[config.mk]
export PLATFORM = sky130hd
export DESIGN_NAME = mse_ram
export DESIGN_NICKNAME = d
export VERILOG_FILES = /design/src/rtl/core/mse_ram.sv
export SDC_FILE = /design/constraint.sdc
export NUM_CORES = 1
export LEC_CHECK = 0
export ABC_CLOCK_PERIOD_IN_PS = 3690
export BUFFER_PORTS_ARGS = -buffer_cell sky130_fd_sc_hd__buf_2
export CAP_MARGIN = 10
export CORE_ASPECT_RATIO = 0.7
export CORE_MARGIN = 2
export CORE_UTILIZATION = 50
export DETAILED_ROUTE_END_ITERATION = 10
export PLACE_DENSITY = 0.69
export RECOVER_POWER = 100
export SETUP_SLACK_MARGIN = 0.3
export SYNTH_ARGS = -nofsm -noshare
export SYNTH_HDL_FRONTEND = slang
export SYNTH_SLANG_ARGS = --single-unit
[constraint.sdc]
create_clock -name clk -period 3.69 [get_ports clk]
set_clock_uncertainty 0.2 [all_clocks]
set_input_delay 0.1845 -clock clk [delete_from_list [all_inputs] [get_ports clk]]
set_output_delay 0.1845 -clock clk [all_outputs]
set_load 0.02 [all_outputs]
[src/rtl/core/mse_ram.sv]
// mse_ram: generic single write, single read ram with registered read data
// no dependencies
module mse_ram #(
  parameter int WIDTH = 32,
  parameter int DEPTH = 32
) (
  input  logic                     clk,
  input  logic                     we,
  input  logic [$clog2(DEPTH)-1:0] waddr,
  input  logic [WIDTH-1:0]         wdata,
  input  logic                     re,
  input  logic [$clog2(DEPTH)-1:0] raddr,
  output logic [WIDTH-1:0]         rdata
);

  logic [WIDTH-1:0] mem [DEPTH];

  always_ff @(posedge clk) begin
    if (we) begin
      mem[waddr] <= wdata;
    end
    if (re) begin
      rdata <= mem[raddr];
    end
  end

endmodule

# [Yosys cells after proc, flatten, opt, wreduce, memory -nomap -nowiden]
# Memory sizes are Yosys's and may differ from the RTL's. A register that Yosys moved wholly into a read port is not among the register bits.
# Cells that the tools add are included.
[totals] register_bits=0 mem_bits_rw=1024 inputBits=45 n_memories=1
[memory_table] name="mem" words=32 width=32 rd=1 rd_ports_with_merged_regs=1 wr=1 line="16" text="logic [WIDTH-1:0] mem [DEPTH];"
[op_classes] n_mux=2
[ops] cell="$mux 1" n=2

# [Logic depth before layout (Yosys ltp)]
# Gate-level depths: netlist of the first run.
[logic_depth] depth_word=2 mapped_depth=8 ltp_nobuf=5

# [Least setup slack after synthesis of the first run]
# No wires, ideal clock.
[synth_path] path_type="input to register" startpoint="input port waddr[1]" endpoint="memory mem[12][0], enable pin" setup_ps=421 arrival_time_ps=2197 slack_ps=871 cell_stages=3 path_buffers=1 cell_sequence="or3b_2 clkbuf_1 nor2_1"
[synth_lines] element="from (decl)" line="9" text="input logic [$clog2(DEPTH)-1:0] waddr,"
[synth_lines] element="to (decl)" line="16"
# No word-level cell before the write port.

# [Final worst setup path of the first run]
[layout_path] startpoint="input port we" endpoint="memory mem[31][6], enable pin"
[layout_via] elab_chain_len=2
[layout_lines] element="from (decl)" line="8" text="input logic we,"
[layout_lines] element="$mux 1" line="19" text="if (we) begin"
[layout_lines] element="$mux 1 (implied by the code)" line="20" text="mem[waddr] <= wdata;"
# No other way between the ends.

==> key figures, run 1 <==
Logic synthesis
  – Synth top area share: just under 80%
  – Synth warn: 0
  – Most area-consuming cells after synthesis: edfxtp_1, mux2i_1, a22oi_1
  – Synthesized cell area: roughly 0.041 mm^2
  – Flops & latches, synth: approximately 1100
  – Syn_nets: 2305
  – Sequential share of the synthesized area: between 70% and 80%
  – Cell type with the largest total area after synthesis: edfxtp_1
  – Cells after Synth: approximately 2300
  – Syn_area_per_cell: approximately 18 um^2
  – Post-synth cell types: 24

Pwr
  – Static Leak: around 16 nW
  – Worst IR drop on VDD: slightly below 0.0004 V
  – Final Power: 24.57 mW
  – Power Density: 533.6 mW/mm^2

Place
  – Port buffer count: between 70 and 80
  – DP Wirelength: roughly 57000 um
  – RePlAce Congestion: a little over 0.8

Floorplan
  – Die Width: approximately 350 um
  – Initial Util: about half
  – Core Rows: between 80 and 90
  – I/O pins: 77
  – Core footprint: between 0.08 and 0.09 mm^2
  – Die area: 0.08395 mm^2
  – Die height: approximately 240 um

Layout
  – Most frequent cells in the layout: edfxtp_1, mux2i_1, clkbuf_1
  – Share of cells above drive strength 1: 9.273%
  – Filler cells: approximately 6000
  – Final core occ: roughly 57%
  – Most common cell after layout, fill and taps aside: edfxtp_1
  – Nets: between 2000 and 2500
  – Area grow syn2layout: 12.84%

Critical path
  – Crit-path max FO: 32
  – CP Data Arrival Time: approximately 3.1 ns
  – Worst path max stage delay: between 1.5 and 2 ns
  – Crit end category: flop
  – Worst path cell trace: clkbuf_1 > nand3_1 > nor2_4 > clkbuf_1
  – Most frequent cell on the critical path: clkbuf_1
  – CP top delay family: buffers and inverters
  – Startpoint types: primary input
  – Worst Path Required: between 3 and 4 ns
  – Crit-path slowest cell: clkbuf_1
  – Crit path buf inv count: 2
  – Crit Path Category: primary input to flop

Global route
  – Grt total ovfl: 0
  – Total track usage: between 20 and 25%
  – Pin count of the biggest net entering global routing: 62
  – First-pass GRT wire length: ~150000 um
  – Vias in the first global route: 21530
  – Antenna violations before repair: 1

STA
  – Final period util: 84.95%
  – Hold_ws: a little under 0.09 ns
  – Final setup violation count: 0
  – Worst relative slew slack: -89.66%
  – RSZ-0062 raised after global routing: false
  – Max Slew Vio Count: between 700 and 800
  – Slew @ Worst Pin: ~2.8 ns
  – Period minus WS final: approximately 3.1 ns
  – Fmax: ~320 MHz
  – Setup TNS: 0 ns
  – Final hold violation count: 0

Drt
  – Drt first pass iters: 6
  – DR DRC count: 0
  – Post-detailed-route count of antenna-violating nets: 0
  – Initial DRC count: between 2000 and 3000
  – Total Wirelength: 101500 um
  – Vias per inst: ~6
  – WL/cell: ~28 um
  – Via count: roughly 22000

Clock network
  – Worst-Skew Late Latency: 0.67 ns
  – PostCTS Resize Cnt: 0
  – Sink Count: 1056
  – Clock slew at reported path FFs: 0.06 ns
  – Clk buf depth: 3
  – Cts bufs inserted: 94
  – CTS tree: built
  – H-tree depth: 3
  – Clock root buffer: clkbuf_16

Hold path
  – Worst Hold Class: primary input to flop

Status
  – Violated checks: capacitance limit, slew limit
  – Status: finished with violations

Job
  – Max cap viols: 32
==> worst register-to-register path, delay by kind of cell (launching register included) <==
kind / cells / cell delay, ns
compound gates: 2 / 0.63
mux: 1 / 0.14
flops: 1 / 0.38
simple gates: 2 / 0.29
==> state kept, by name, indices dropped and copies added, names as in the netlist <==
register / flops
mem: 1024
rdata: 32
==> cell usage after synthesis <==
master       n
a21oi_1     96
nor2b_1      1
clkbuf_1    46
nand3b_1     5
or3_1        1
buf_1        5
or2_2        1
a31oi_1     32
or3b_2       3
edfxtp_1  1056
nor2_1      34
nand2_1     98
nand3_1     98
clkbuf_4     2
and2b_1      1
and2_1       1
nand2b_1     2
mux2i_1    512
buf_6       15
a22o_1      64
a22oi_1     96
buf_4       33
nor3_1      32
buf_2       26
==> worst paths after layout <==
kind                        startpoint                    to  slack, ns  cells past startpoint
hold reg to reg   mem[16][0]$_DFFE_PP_    rdata[0]$_DFFE_PP_       0.47                      4
hold / removal                raddr[1]   rdata[13]$_DFFE_PP_       0.09                      5
setup reg to reg  mem[5][17]$_DFFE_PP_   rdata[17]$_DFFE_PP_       1.79                      5
setup / recovery                    we  mem[31][6]$_DFFE_PP_       0.56                      4
==> power by group <==
| group | internal (mW) | switching (mW) |
|---|---|---|
| Combinational | 0.416 | 0.889 |
| Clock | 5.51 | 4.29 |
| Sequential | 13.4 | 0.0666 |
| Total | 19.3 | 5.24 |
==> repair_timing <==
item / 4_1_cts / 5_1_grt
hold buffers: 35 / 0
endpoints found under the hold margin: 1034 / 0
buffers inserted: 0 / 0
==> through the flow <==
| stage | setup slack (ns) | area (um^2) | cells |
|---|---|---|---|
| 6_report | 0.5555 | 46050 | 3571 |
| 5_1_grt | 0.4842 | 46040 | 3570 |
| 4_1_cts | 1.096 | 46450 | 3570 |
| 3_5_place_dp | 0.9717 | 43040 | 3363 |
| 3_3_place_gp | 0.9584 | 43040 | 3363 |
| 2_1_floorplan | 0.8714 | 40810 | 2260 |
==> cell families (layout without fill, tap and decap cells) <==
group	count (synthesis)	after routing	share of synthesized area, %
buffers and inverters	127	369	1.846
AOI/OAI and AO/OA	288	288	4.808
other	0	1	0
muxes	512	512	12.56
DFF	1056	1056	77.71
and+or+nand+nor	277	277	3.076
==> routing by layer <==
layer  share of wire (%)  global-route usage (%)  up-vias
met1                  43                   35.26    11170
li1                    -                       -     9337
met2                  45                   36.67     1122
met5               0.012                       0        -
met4                 2.4                   6.347        2
met3                 9.3                   5.280      173
==> final cells by class <==
class	instances	area (um^2)	area share, %
timing repair buffer	197	1483	3.220
multi-input combinational	1077	8459	18.37
sequential	1056	31710	68.87
clock inverter	61	618.1	1.342
tap	1068	1336	2.902
clock buffer	111	2437	5.293
antenna	1	2.502	0.005434
Note: power is estimated with default switching activity, not from simulation.
==> run 2: changes to the inputs <==
- ABC_CLOCK_PERIOD_IN_PS: 3690 -> 3200
- clock period: 3.69 -> 3.2 ns (I/O delays scaled with it)
==> run 2 against run 1 <==
  * The flow finishes with violations (hold timing, capacitance limit, slew limit)
  * Cell count is 0.22% higher
  * Register-to-register slack worse by 0.37 ns
  * Sequential power is 15% higher
  * Combinational power is 13% higher
  * Clock power is 10% higher
  * Sequential share of layout area is 0.26 points higher
  * Non-clock buffer count is 7 higher
  * Worst hold slack worse by 0.12 ns
  * First-iteration DRC count is 0.78% lower
  * Critical path depth is 1 higher
  * Critical path type unchanged
==> key figures, run 2 (same netlist as run 1, synthesis figures left out) <==
Status
  – Status: finished with violations
  – Violated checks: hold timing, capacitance limit, slew limit

STA
  – Hold_ws: -0.02826 ns
  – Final hold violation count: 4
  – Max Slew Vio Count: 228
  – Worst relative slew slack: -30.01%
  – Slew @ Worst Pin: between 1.5 and 2 ns
  – Fmax: about 340 MHz
  – Period minus WS final: 2.962 ns
  – RSZ-0062 raised after global routing: false
  – Final setup violation count: 0
  – Final period util: between 90% and 100%
  – Setup TNS: 0 ns

Hold path
  – Worst Hold Class: primary input to flop

Clock network
  – Postcts setup bufs: 0
  – Cts bufs inserted: 93
  – H-tree depth: 3
  – CTS tree: built
  – Sink Count: roughly 1100
  – Clk buf depth: 3
  – Post-CTS Hold Buffers: 36
  – Clock root buffer: clkbuf_16
  – Worst-Skew Late Latency: about 0.66 ns
  – Clock slew at reported path FFs: ~0.060 ns
  – PostCTS Resize Cnt: 0

Job
  – Max cap viols: 8

Drt
  – Vias per inst: about 6
  – Initial DRC count: between 2000 and 3000
  – DR DRC count: 0
  – WL/cell: between 20 and 30 um
  – Total Wirelength: between 90000 and 100000 um
  – Via count: roughly 22000
  – Drt first pass iters: 6
  – Post-detailed-route count of antenna-violating nets: 0

Critical path
  – Startpoint types: primary input
  – Crit end category: flop
  – Crit Path Category: primary input to flop
  – CP top delay family: buffers and inverters
  – Worst Path Required: 3.25 ns
  – Crit-path slowest cell: clkbuf_2
  – Crit-path max FO: 28
  – Worst path max stage delay: 1.04 ns
  – Worst path cell trace: dlygate4sd3_1 > clkbuf_1 > or3b_2 > nor2_1 > clkbuf_2
  – CP Data Arrival Time: around 3.0 ns
  – Crit path buf inv count: 3

Layout
  – Most common cell after layout, fill and taps aside: edfxtp_1
  – Nets: 2477
  – Area grow syn2layout: 12.42%
  – Max reg flops: 1024
  – Final Instance Area: around 0.046 mm^2
  – Most frequent cells in the layout: edfxtp_1, mux2i_1, clkbuf_1
  – ANT cells: 0
  – Largest Register: mem
  – Share of cells above drive strength 1: roughly a tenth
  – Top flop regs: mem x1024, rdata x32

Place
  – RePlAce Congestion: approximately 0.79
  – Dpl cell area: around 0.043 mm^2
  – Port buffer count: 76
  – DP Wirelength: between 50000 and 60000 um

Global route
  – Total track usage: around 23%
  – M1 GR Usage: 33.18%
  – GR met2 Demand/Resource: approximately 36%
  – GR Util met3: 5.326%
  – Grt total ovfl: 0
  – Pin count of the biggest net entering global routing: 76
  – Top Usage Layer GRT: met2
  – Vias in the first global route: around 22000
  – Antenna violations before repair: 0
  – First-pass GRT wire length: 143000 um

Floorplan
  – Core Rows: between 80 and 90
  – Die height: 243.0 um
  – I/O pins: 77
  – Initial Util: 50.59%
  – Core footprint: just over 0.08 mm^2
  – Die area: around 0.084 mm^2
  – Die Width: 345.5 um

Pwr
  – Worst IR drop on VDD: just over 0.0005 V
  – Power Density: 605.2 mW/mm^2
  – Static Leak: between 15 and 20 nW
[run 2: area by class of cell]
type / count / area, um^2
well taps: 1068 / 1336
clock buffers: 115 / 2495
fillers: 6025 / 34790
clock inverters: 59 / 404.1
flip-flops and latches: 1056 / 31710
repair buffers: 204 / 1460
multi-input cells: 1077 / 8469
[run 2: worst register-to-register path: cells and delay by family (launching register included)]
kind / cells / cell delay (ns)
compound gates: 2 / 0.58
simple gates: 2 / 0.22
mux: 1 / 0.14
flops: 1 / 0.36
[run 2: worst paths after layout]
check / start / endpoint / slack, ns / cells after the start
worst max-delay path: waddr[3] / mem[19][1]$_DFFE_PP_ / 0.24 / 5
worst max register to register: mem[0][7]$_DFFE_PP_ / rdata[7]$_DFFE_PP_ / 1.42 / 5
worst min register to register: mem[26][19]$_DFFE_PP_ / rdata[19]$_DFFE_PP_ / 0.47 / 4
worst min-delay path: waddr[0] / mem[17][13]$_DFFE_PP_ / -0.03 / 4
[run 2: routing by layer]
layer  vias to the layer above  part of all wire (%)
met5                         -                     0
met4                         0                   2.3
met3                       140                   9.2
met2                      1000                    46
met1                     11060                    42
li1                       9349                     -
[run 2: metrics by stage]
| step | setup slack (ns) | total power, mW | utilization (%) | cells |
|---|---|---|---|---|
| after floorplan | 0.4059 | 16.62 | - | 2260 |
| after global placement | 0.7126 | 17.23 | 53.51 | 3369 |
| after detailed placement | 0.7221 | 17.27 | 53.51 | 3369 |
| after CTS | 0.4195 | 27.90 | 57.55 | 3579 |
| after global routing | 0.1991 | 28.57 | 56.87 | 3579 |
| final | 0.2377 | 27.76 | 56.87 | 3579 |
[run 2: power breakdown]
part | total [mW] | leakage (nW) | internal (mW) | switching, mW
clock network | 10.8 | 1.42 | 5.88 | 4.89
logic | 1.48 | 4.79 | 0.487 | 0.993
registers | 15.5 | 9.54 | 15.4 | 0.0699
